===== src/sv/pfe_pkg.sv =====
package pfe_pkg;

	// default sizes
	localparam int DEF_STACK_DEPTH = 16;
	localparam int DEF_VALUE_BITS  = 32;

	// fixed field widths
	localparam int SYM_BITS    = 8;
	localparam int OUT_BITS    = 32;
	localparam int STATUS_BITS = 3;

	typedef logic [STATUS_BITS-1:0] status_t;

	// sticky status codes
	localparam status_t ST_OK        = 3'd0;
	localparam status_t ST_UNDERFLOW = 3'd1;
	localparam status_t ST_OVERFLOW  = 3'd2;
	localparam status_t ST_DIVZERO   = 3'd3;
	localparam status_t ST_ILLEGAL   = 3'd4;

	// ascii symbols
	localparam logic [SYM_BITS-1:0] CH_ZERO  = 8'd48;
	localparam logic [SYM_BITS-1:0] CH_NINE  = 8'd57;
	localparam logic [SYM_BITS-1:0] CH_PLUS  = 8'h2b;
	localparam logic [SYM_BITS-1:0] CH_MINUS = 8'h2d;
	localparam logic [SYM_BITS-1:0] CH_STAR  = 8'h2a;
	localparam logic [SYM_BITS-1:0] CH_SLASH = 8'h2f;

	// shared unit operations
	typedef logic [1:0] alu_op_t;
	localparam alu_op_t OP_ADD = 2'd0;
	localparam alu_op_t OP_SUB = 2'd1;
	localparam alu_op_t OP_MUL = 2'd2;
	localparam alu_op_t OP_DIV = 2'd3;

	typedef struct packed {
		logic    start;
		alu_op_t op;
	} alu_ctl_t;

endpackage


===== src/sv/pfe_in_if.sv =====
interface pfe_in_if;
	import pfe_pkg::*;

	logic                valid;
	logic                ready;
	logic [SYM_BITS-1:0] symbol;
	logic                is_end;

	modport source (output valid, output symbol, output is_end, input ready);
	modport sink (input valid, input symbol, input is_end, output ready);

endinterface


===== src/sv/pfe_out_if.sv =====
interface pfe_out_if;
	import pfe_pkg::*;

	logic                       valid;
	logic                       ready;
	logic signed [OUT_BITS-1:0] value;
	logic [STATUS_BITS-1:0]     status;

	modport source (output valid, output value, output status, input ready);
	modport sink (input valid, input value, input status, output ready);

endinterface


===== src/sv/pfe_alu.sv =====
module pfe_alu #(
	parameter int VALUE_BITS = pfe_pkg::DEF_VALUE_BITS
) (
	input  logic                  clk,
	input  logic                  arst_n,
	input  pfe_pkg::alu_ctl_t     ctl,
	input  logic [VALUE_BITS-1:0] a,
	input  logic [VALUE_BITS-1:0] b,
	output logic                  done,
	output logic [VALUE_BITS-1:0] result
);
	import pfe_pkg::*;

	localparam int W  = VALUE_BITS;
	localparam int SW = $clog2(W + 1);

	logic          busy_q;
	logic          done_q;
	logic [SW-1:0] steps_q;
	alu_op_t       op_q;
	logic          neg_q;
	logic [W-1:0]  x_q;    // multiplicand, or dividend shifting into quotient
	logic [W-1:0]  y_q;    // multiplier, or divisor magnitude
	logic [W-1:0]  rem_q;
	logic [W-1:0]  res_q;

	logic [W-1:0] mag_a;
	logic [W-1:0] mag_b;
	logic [W:0]   trial;
	logic [W:0]   diff;

	always_comb begin
		mag_a = a[W-1] ? (-a) : a;
		mag_b = b[W-1] ? (-b) : b;
		trial = {rem_q, x_q[W-1]};
		diff  = trial - {1'b0, y_q};
	end

	always_ff @(posedge clk or negedge arst_n) begin
		if (!arst_n) begin
			busy_q  <= 1'b0;
			done_q  <= 1'b0;
			steps_q <= '0;
		end else begin
			done_q <= 1'b0;
			if (ctl.start) begin
				case (ctl.op)
					OP_ADD, OP_SUB: begin
						done_q <= 1'b1;
					end
					OP_MUL: begin
						busy_q  <= 1'b1;
						steps_q <= SW'(W);
					end
					OP_DIV: begin
						if (b == '0) begin
							done_q <= 1'b1;
						end else begin
							busy_q  <= 1'b1;
							steps_q <= SW'(W);
						end
					end
					default: begin
						done_q <= 1'b1;
					end
				endcase
			end else if (busy_q) begin
				if (steps_q == '0) begin
					busy_q <= 1'b0;
					done_q <= 1'b1;
				end else begin
					steps_q <= steps_q - 1'b1;
				end
			end
		end
	end

	// datapath, no reset needed
	always_ff @(posedge clk) begin
		if (ctl.start) begin
			op_q  <= ctl.op;
			neg_q <= a[W-1] ^ b[W-1];
			rem_q <= '0;
			case (ctl.op)
				OP_ADD: res_q <= a + b;
				OP_SUB: res_q <= a - b;
				OP_MUL: begin
					res_q <= '0;
					x_q   <= a;
					y_q   <= b;
				end
				OP_DIV: begin
					res_q <= '0;
					x_q   <= mag_a;
					y_q   <= mag_b;
				end
				default: res_q <= '0;
			endcase
		end else if (busy_q) begin
			if (steps_q == '0) begin
				// sign fix of the quotient
				if (op_q == OP_DIV) begin
					res_q <= neg_q ? (-x_q) : x_q;
				end
			end else if (op_q == OP_MUL) begin
				if (y_q[0]) begin
					res_q <= res_q + x_q;
				end
				x_q <= {x_q[W-2:0], 1'b0};
				y_q <= {1'b0, y_q[W-1:1]};
			end else begin
				// restoring division step
				if (!diff[W]) begin
					rem_q <= diff[W-1:0];
					x_q   <= {x_q[W-2:0], 1'b1};
				end else begin
					rem_q <= trial[W-1:0];
					x_q   <= {x_q[W-2:0], 1'b0};
				end
			end
		end
	end

	assign done   = done_q;
	assign result = res_q;

endmodule


===== src/sv/postfix_expression_evaluator_unit.sv =====
// postfix (rpn) evaluator: one ascii character per item on expr; digits push,
// + - * / pop right then left and push left op right in VALUE_BITS two's
// complement with wrap, division truncating toward zero. an item with is_end
// set pops the top of stack onto result (value and the first error of the
// expression as status) and clears stack and status; other items give no
// result. the block takes one item at a time. + - * / are computed by the
// shared shift-add / restoring-divide unit, which works one bit per cycle
// for * and /, and a terminator waits until the result slot is free.
// the stack lives in a single-port-read memory, so the two operands are
// fetched in consecutive cycles. stack entries hold garbage until pushed.
module postfix_expression_evaluator_unit #(
	parameter int STACK_DEPTH = pfe_pkg::DEF_STACK_DEPTH,
	parameter int VALUE_BITS  = pfe_pkg::DEF_VALUE_BITS
) (
	input logic   clk,
	input logic   arst_n,
	pfe_in_if.sink    expr,
	pfe_out_if.source result
);
	import pfe_pkg::*;

	localparam int W  = VALUE_BITS;
	localparam int AW = $clog2(STACK_DEPTH);
	localparam int CW = $clog2(STACK_DEPTH + 1);

	// sequencer states
	localparam logic [2:0] S_IDLE = 3'd0;  // waiting for an item
	localparam logic [2:0] S_DEC  = 3'd1;  // decode, push digit, fetch top
	localparam logic [2:0] S_RD2  = 3'd2;  // right operand in, fetch left
	localparam logic [2:0] S_OP   = 3'd3;  // left operand in, start unit
	localparam logic [2:0] S_WAIT = 3'd4;  // wait for unit, write back
	localparam logic [2:0] S_EMIT = 3'd5;  // hand result to output register

	logic [2:0]          state_q;
	logic [CW-1:0]       cnt_q;
	status_t             err_q;
	logic [SYM_BITS-1:0] sym_q;
	logic                end_q;
	alu_op_t             op_q;
	logic [W-1:0]        right_q;
	logic [W-1:0]        rd_q;

	// output register
	logic                out_valid_q;
	logic [OUT_BITS-1:0] value_q;
	status_t             status_q;

	// stack memory
	logic [W-1:0] stack_mem [STACK_DEPTH];
	logic          we;
	logic [AW-1:0] wa;
	logic [W-1:0]  wd;
	logic [AW-1:0] ra;

	// symbol decode
	logic    is_digit;
	logic    is_oper;
	alu_op_t sym_op;

	// shared unit
	alu_ctl_t     alu_ctl;
	logic         alu_done;
	logic [W-1:0] alu_res;

	always_comb begin
		is_digit = (sym_q >= CH_ZERO) && (sym_q <= CH_NINE);
		is_oper  = 1'b1;
		sym_op   = OP_ADD;
		case (sym_q)
			CH_PLUS:  sym_op = OP_ADD;
			CH_MINUS: sym_op = OP_SUB;
			CH_STAR:  sym_op = OP_MUL;
			CH_SLASH: sym_op = OP_DIV;
			default:  is_oper = 1'b0;
		endcase
	end

	// top of stack unless the left operand is wanted
	assign ra = (state_q == S_RD2) ? AW'(cnt_q - CW'(2)) : AW'(cnt_q - CW'(1));

	always_comb begin
		we = 1'b0;
		wa = AW'(cnt_q);
		wd = alu_res;
		if (state_q == S_DEC && !end_q && is_digit && cnt_q < CW'(STACK_DEPTH)) begin
			// digit value is the low nibble of its ascii code
			we = 1'b1;
			wd = W'(sym_q[3:0]);
		end else if (state_q == S_WAIT && alu_done) begin
			we = 1'b1;
			wa = AW'(cnt_q - CW'(2));
		end
	end

	always_ff @(posedge clk) begin
		if (we) begin
			stack_mem[wa] <= wd;
		end
		rd_q <= stack_mem[ra];
	end

	assign alu_ctl.start = (state_q == S_OP);
	assign alu_ctl.op    = op_q;

	pfe_alu #(
		.VALUE_BITS(VALUE_BITS)
	) u_alu (
		.clk    (clk),
		.arst_n (arst_n),
		.ctl    (alu_ctl),
		.a      (rd_q),
		.b      (right_q),
		.done   (alu_done),
		.result (alu_res)
	);

	assign expr.ready = (state_q == S_IDLE);

	// sequencer, stack count and sticky error
	always_ff @(posedge clk or negedge arst_n) begin
		if (!arst_n) begin
			state_q     <= S_IDLE;
			cnt_q       <= '0;
			err_q       <= ST_OK;
			out_valid_q <= 1'b0;
		end else begin
			case (state_q)
				S_IDLE: begin
					if (expr.valid) begin
						state_q <= S_DEC;
					end
				end
				S_DEC: begin
					if (end_q) begin
						if (cnt_q == '0 && err_q == ST_OK) begin
							err_q <= ST_UNDERFLOW;
						end
						state_q <= S_EMIT;
					end else if (is_digit) begin
						if (cnt_q < CW'(STACK_DEPTH)) begin
							cnt_q <= cnt_q + 1'b1;
						end else if (err_q == ST_OK) begin
							err_q <= ST_OVERFLOW;
						end
						state_q <= S_IDLE;
					end else if (is_oper) begin
						if (cnt_q < CW'(2)) begin
							if (err_q == ST_OK) begin
								err_q <= ST_UNDERFLOW;
							end
							state_q <= S_IDLE;
						end else begin
							state_q <= S_RD2;
						end
					end else begin
						if (err_q == ST_OK) begin
							err_q <= ST_ILLEGAL;
						end
						state_q <= S_IDLE;
					end
				end
				S_RD2: begin
					state_q <= S_OP;
				end
				S_OP: begin
					// division by zero still pushes the zero from the unit
					if (op_q == OP_DIV && right_q == '0 && err_q == ST_OK) begin
						err_q <= ST_DIVZERO;
					end
					state_q <= S_WAIT;
				end
				S_WAIT: begin
					if (alu_done) begin
						cnt_q   <= cnt_q - 1'b1;
						state_q <= S_IDLE;
					end
				end
				S_EMIT: begin
					// slot free now or freed this cycle
					if (!out_valid_q || result.ready) begin
						cnt_q   <= '0;
						err_q   <= ST_OK;
						state_q <= S_IDLE;
					end
				end
				default: begin
					state_q <= S_IDLE;
				end
			endcase
			// output slot: loaded on emit, freed by the handshake
			if (state_q == S_EMIT && (!out_valid_q || result.ready)) begin
				out_valid_q <= 1'b1;
			end else if (result.valid && result.ready) begin
				out_valid_q <= 1'b0;
			end
		end
	end

	// payload registers
	always_ff @(posedge clk) begin
		if (state_q == S_IDLE && expr.valid) begin
			sym_q <= expr.symbol;
			end_q <= expr.is_end;
		end
		if (state_q == S_DEC) begin
			op_q <= sym_op;
		end
		if (state_q == S_RD2) begin
			right_q <= rd_q;
		end
		if (state_q == S_EMIT && (!out_valid_q || result.ready)) begin
			value_q  <= (cnt_q == '0) ? '0 : OUT_BITS'(rd_q);
			status_q <= err_q;
		end
	end

	assign result.valid  = out_valid_q;
	assign result.value  = value_q;
	assign result.status = status_q;

	// stack count never passes the depth
	a_cnt_range: assert property (@(posedge clk) disable iff (!arst_n)
		cnt_q <= CW'(STACK_DEPTH))
		else $error("stack count beyond depth");

	// a new result only comes out of the emit state
	a_emit_src: assert property (@(posedge clk) disable iff (!arst_n)
		(!out_valid_q ##1 out_valid_q) |-> $past(state_q == S_EMIT))
		else $error("result raised outside emit");

	// the shared unit only finishes while the sequencer waits for it
	a_alu_done: assert property (@(posedge clk) disable iff (!arst_n)
		alu_done |-> (state_q == S_WAIT))
		else $error("unit done outside wait");

	// a delivered terminator leaves an empty stack and clean status
	a_emit_clear: assert property (@(posedge clk) disable iff (!arst_n)
		(state_q == S_EMIT && !out_valid_q) |=> (cnt_q == '0 && err_q == ST_OK))
		else $error("stack not cleared after terminator");

endmodule

===== src/flat_wrapper.sv =====
// flat-port wrapper written by rule: the top's interface ports become plain ports
module postfix_expression_evaluator_unit_flat import pfe_pkg::*;
#(
	parameter int STACK_DEPTH = pfe_pkg::DEF_STACK_DEPTH,
	parameter int VALUE_BITS  = pfe_pkg::DEF_VALUE_BITS
)
  (clk, arst_n, expr_valid, expr_symbol, expr_is_end, expr_ready, result_valid, result_value, result_status, result_ready);
  pfe_in_if expr_i ();
  pfe_out_if result_i ();
  input logic clk;
  input logic arst_n;
  input wire logic [$bits(expr_i.valid)-1:0] expr_valid;
  input wire logic [$bits(expr_i.symbol)-1:0] expr_symbol;
  input wire logic [$bits(expr_i.is_end)-1:0] expr_is_end;
  output wire logic [$bits(expr_i.ready)-1:0] expr_ready;
  output wire logic [$bits(result_i.valid)-1:0] result_valid;
  output wire logic [$bits(result_i.value)-1:0] result_value;
  output wire logic [$bits(result_i.status)-1:0] result_status;
  input wire logic [$bits(result_i.ready)-1:0] result_ready;
  assign expr_i.valid = expr_valid;
  assign expr_i.symbol = expr_symbol;
  assign expr_i.is_end = expr_is_end;
  assign expr_ready = expr_i.ready;
  assign result_valid = result_i.valid;
  assign result_value = result_i.value;
  assign result_status = result_i.status;
  assign result_i.ready = result_ready;
  postfix_expression_evaluator_unit #(.STACK_DEPTH(STACK_DEPTH), .VALUE_BITS(VALUE_BITS)) u_core (.clk(clk), .arst_n(arst_n), .expr(expr_i), .result(result_i));
endmodule

===== config.mk =====
export PLATFORM = sky130hd
export DESIGN_NAME = postfix_expression_evaluator_unit_flat
export DESIGN_NICKNAME = d
export VERILOG_FILES = /design/src/sv/pfe_pkg.sv /design/src/sv/pfe_in_if.sv /design/src/sv/pfe_out_if.sv /design/src/sv/pfe_alu.sv /design/src/sv/postfix_expression_evaluator_unit.sv /design/src/flat_wrapper.sv
export SDC_FILE = /design/constraint.sdc
export NUM_CORES = 1
export LEC_CHECK = 0
export BUFFER_PORTS_ARGS = -buffer_cell sky130_fd_sc_hd__buf_2
export CORE_UTILIZATION = 37
export CTS_CLUSTER_SIZE = 24
export DETAILED_ROUTE_END_ITERATION = 7
export SETUP_SLACK_MARGIN = 0.4
export SYNTH_ARGS = -nofsm -noshare
export SYNTH_HDL_FRONTEND = slang
export SYNTH_HIERARCHICAL = 1
export SYNTH_SLANG_ARGS = --single-unit

===== constraint.sdc =====
create_clock -name clk -period 5.4 [get_ports clk]
set_input_delay 0.27 -clock clk [delete_from_list [all_inputs] [get_ports clk]]
set_output_delay 0.27 -clock clk [all_outputs]
set_load 0.05 [all_outputs]

==> impl_results.md <==
* Dominant cells by area after synthesis: sky130_fd_sc_hd__edfxtp_1, sky130_fd_sc_hd__mux2i_1, sky130_fd_sc_hd__ha_1, sky130_fd_sc_hd__dfxtp_1, sky130_fd_sc_hd__a21oi_1
* Max-slew violation count at 0
* Synthesized netlist net count at 3613
* Cell at the slowest stage of the critical path: sky130_fd_sc_hd__edfxtp_1
* Skew-Pair Late Insertion Delay at 670 ps
* Fillers at roughly 9900
* Instance area after placement at between 40000 and 50000 um^2
* Count of unique library cells instantiated by Yosys at 95
* F_max at between 0.2 and 0.25 GHz
* CTS tree: yes
* Yosys warning total at 6
* Number of max-cap violations at 0
* Cell area after synthesis at around 40000 um^2
* Detailed Route WL at 114000 um
* Row count at 120
* Number of storage elements in the synthesis netlist at 773
* Total CTS buffers at 86
* Finished layout cell area at ~46000 um^2
* Max Buffers Root-to-Sink at 3
* Endpoint required time on the critical path at 5800 ps
* Count of antenna-violating nets left after detailed routing at 0
* Clk_skew at a little under 40 ps
* Iteration-0 DRC count of the detailed router at 2606
* Class of the worst hold path: in -> async
* Via-per-instance ratio at 5.67
* Area Overhead vs Synth at 13.2%
* Detailed-router iteration count before antenna repair at 6
* Clock period minus worst slack at between 4000 and 5000 ps
* Die Width at around 330 um
* Post-synth top area cell: sky130_fd_sc_hd__edfxtp_1
* Largest net degree at the start of global routing at 102
* Vias in the first global route at about 27000
* Htree depth at 3
* Final worst-path cycle share at 0.876
* Share of Yosys cell area claimed by the top area cell type at 0.515
* Post-Syn Instances at 3492
* Async SR Flop Fraction at 0.0259
* Vertical extent of the die at ~330 um
* Register clock-pin slew on the reported worst setup and hold paths at 60 ps
* Power per Cell Area at 522 nW/um^2
* RSZ-0062 raised after global routing: no
* DPL Wire Length at 72900 um
* Die area at 110000 um^2
* Cell class contributing the biggest share of worst-path delay: compound AO/OA/AOI/OAI gates
* Transition time at the pin with the least slew margin at 1150 ps
* Cell chain of the critical path: nor3_2 -> nand4_1 -> buf_4 -> nor3_4 -> nand2_1 -> nor3_2 -> nor2_1 -> xnor2_1 -> ha_1 -> and3_1 -> a221o_1 -> a211o_1 -> a311oi_2 -> o31ai_2 -> buf_4 -> a21oi_1 -> o21ai_0 -> xnor2_1 -> o32ai_1 -> a21o_1
* Final-layout setup total negative slack at 0 ps
* Leak Pwr at 0.0165 uW
* Number of vias after detailed routing at 28400
* Largest stage delay, worst path at 470 ps
* Number of antenna violations at the first check in global routing at 4
* Final Hold Slack at approximately 180 ps
* Dominant synthesized flop cell: sky130_fd_sc_hd__edfxtp_1
* Slew HR at 0.229
* Global router's overall resource usage at 0.202
* Number of buffers and inverters on the critical path at 2
* Signal arrival time at the worst endpoint at 5130 ps
* Net total in the final layout at 3656
* Placer's final routability congestion estimate at 0.882
* Layout cell share with drive strength beyond 1 at 0.106
* Port Buf Inserts at between 40 and 50
* # setup viols final at 0
* Routed wire length per instance at 22.7 um
* Peak supply drop at 0.616 mV
* Final Hold Violating Endpoints at 0
* Starting density of the core at 0.374
* Worst setup SP type: register
* Residual overflow from global routing at 0
* TritonCTS sink count at 773
* Floorplan core area at 107000 um^2
* Drc violations at 0
* Crit-path max FO at 5
* Count of flip-flops with a built-in enable after synthesis at 689
* Number of ports placed on the die boundary at 50
* Endpoint kind of the worst setup timing path: register
* Avg Inst Size Synth at about 12 um^2
* Outcome: finished clean
* Root buffer cell: sky130_fd_sc_hd__clkbuf_16
* Worst setup path category: reg -> reg
* Sequential cell area fraction in the yosys report at 0.559
* First-pass GRT wire length at ~170000 um
per-stage QoR:
stage | cells | util | worst slack (ps) | power [uW]
after floorplan | 3492 | - | 830 | 14300
after global placement | 4833 | 0.395 | 408 | 17700
after detailed placement | 4833 | 0.395 | 387 | 17700
after CTS | 5005 | 0.423 | 431 | 23700
after global routing | 5010 | 0.424 | 391 | 24800
final | 5013 | 0.424 | 669 | 23800
metal layers:
| layer | share of wire | global-route usage | up-vias |
|---|---|---|---|
| li1 | - | - | 13300 |
| met1 | 0.44 | 0.277 | 14000 |
| met2 | 0.47 | 0.334 | 927 |
| met3 | 0.055 | 0.0240 | 182 |
| met4 | 0.027 | 0.0624 | 0 |
| met5 | 0 | 0 | - |
placed cells by master (no fill, tap or decap), types with 21 or more instances in the layout:
cell type                   Yosys  routed
sky130_fd_sc_hd__a21oi_1      247     247
sky130_fd_sc_hd__a21o_1        44      44
sky130_fd_sc_hd__edfxtp_1     689     689
sky130_fd_sc_hd__o22ai_1       46      46
sky130_fd_sc_hd__nand3_1      124     123
sky130_fd_sc_hd__ha_1         105     103
sky130_fd_sc_hd__mux2i_1      264     263
sky130_fd_sc_hd__dfxtp_1       64      64
sky130_fd_sc_hd__clkbuf_16      0      88
sky130_fd_sc_hd__xnor2_1      113     112
sky130_fd_sc_hd__o21ai_0      148     147
sky130_fd_sc_hd__a31oi_1       76      76
sky130_fd_sc_hd__and3_1        21      21
sky130_fd_sc_hd__inv_1         71      70
sky130_fd_sc_hd__xor2_1        82      81
sky130_fd_sc_hd__or3_1         42      42
sky130_fd_sc_hd__a211oi_1      21      21
sky130_fd_sc_hd__nor3_1        45      40
sky130_fd_sc_hd__buf_4          1      86
sky130_fd_sc_hd__o31ai_1       50      48
sky130_fd_sc_hd__o221ai_1      28      28
sky130_fd_sc_hd__buf_2         47      49
sky130_fd_sc_hd__nand2_1      287     287
sky130_fd_sc_hd__a2111oi_0     30      29
sky130_fd_sc_hd__a221oi_1      30      30
sky130_fd_sc_hd__nor2b_1      141     141
sky130_fd_sc_hd__nor2_1       214     196
sky130_fd_sc_hd__mux2_2        27      27
flip-flops by register name, summed over array words and instances (netlist names), 2 cells and up:
name	count
u_core/stack_mem	512
u_core/rd_q	32
u_core/result.value	32
u_core/right_q	32
u_core/u_alu/rem_q	32
u_core/u_alu/result	32
u_core/u_alu/x_q	32
u_core/u_alu/y_q	32
u_core/sym_q	8
u_core/u_alu/steps_q	6
u_core/cnt_q	5
u_core/err_q	3
u_core/result.status	3
u_core/state_q	3
u_core/op_q	2
u_core/u_alu/op_q	2
cell type report:
| cell class | instances | area [um^2] | area share |
|---|---|---|---|
| flip-flops and latches | 773 | 22500 | 0.494 |
| inverters | 75 | 287 | 0.00629 |
| diodes | 3 | 7.51 | 0.000165 |
| clock inverters | 52 | 566 | 0.0124 |
| clock buffers | 108 | 2350 | 0.0516 |
| repair buffers | 155 | 1170 | 0.0257 |
| well taps | 1403 | 1760 | 0.0386 |
| multi-input cells | 2444 | 16900 | 0.372 |
cell families (layout without fill, tap and decap cells):
| logic type | after synthesis | count (layout) | synth area share |
|---|---|---|---|
| xor gates and xnor gates | 198 | 198 | 0.0437 |
| buffers and inverters | 275 | 390 | 0.0282 |
| DFF | 773 | 773 | 0.559 |
| muxes | 307 | 307 | 0.0786 |
| adders and majority gates | 108 | 108 | 0.0342 |
| and+or+nand+nor | 981 | 981 | 0.120 |
| other | 0 | 3 | 0 |
| AOI/OAI and AO/OA | 850 | 850 | 0.137 |
cells in the mapped netlist, drive strengths merged, types with 6 or more instances:
cell type  count
o221ai        28
xor2          83
a221o          7
o31ai         54
nor2b        141
edfxtp       689
nor4          18
a2111oi       30
a221oi        30
nor3b          6
nand3        124
and2          11
nand2b        21
or3           43
and3          21
ha           105
buf           62
o21ai        153
and2b          6
a311oi         9
a21oi        250
mux2          40
inv           73
o22ai         46
a211o          6
o31a           9
a21o          44
nand4         10
o32ai          7
dfrtp         20
mux2i        266
nor3          47
o21a          20
dfxtp         64
nand2        287
xnor2        115
or4            9
clkbuf       138
a31oi         76
o211ai        15
o41ai          7
nor2         214
a211oi        21
final timing paths:
check                                                    start                                   to  slack (ps)  depth (start not counted)
min                                                     arst_n  u_core/u_alu/steps_q[2]$_DFFE_PN0P_         180                          2
min in group clk                                expr_symbol[7]            u_core/sym_q[7]$_DFFE_PP_         310                          2
max in group asynchronous                               arst_n          u_core/cnt_q[1]$_DFFE_PN0P_        4840                          2
min reg2reg                u_core/u_alu/rem_q[13]$_SDFFE_PP0P_  u_core/u_alu/rem_q[13]$_SDFFE_PP0P_         480                          2
max reg2reg                        u_core/right_q[4]$_DFFE_PP_    u_core/u_alu/result[27]$_DFFE_PP_         670                         20
max                                u_core/right_q[4]$_DFFE_PP_    u_core/u_alu/result[27]$_DFFE_PP_         670                         20
what timing repair did:
| item | CTS | global route |
|---|---|---|
| buffers inserted | 0 | 5 |
| endpoints found under the hold margin | 32 | 0 |
| gates resized for setup | 2 | 11 |
| setup endpoints to repair | 2 | 10 |
| hold buffers | 12 | 0 |
| pin swaps | 0 | 1 |
power breakdown:
part	switching (uW)	total (uW)	internal [uW]
registers	472	7360	6890
clock network	2580	6030	3460
logic	6640	10400	3720
Power figures use the tool's default switching activity.
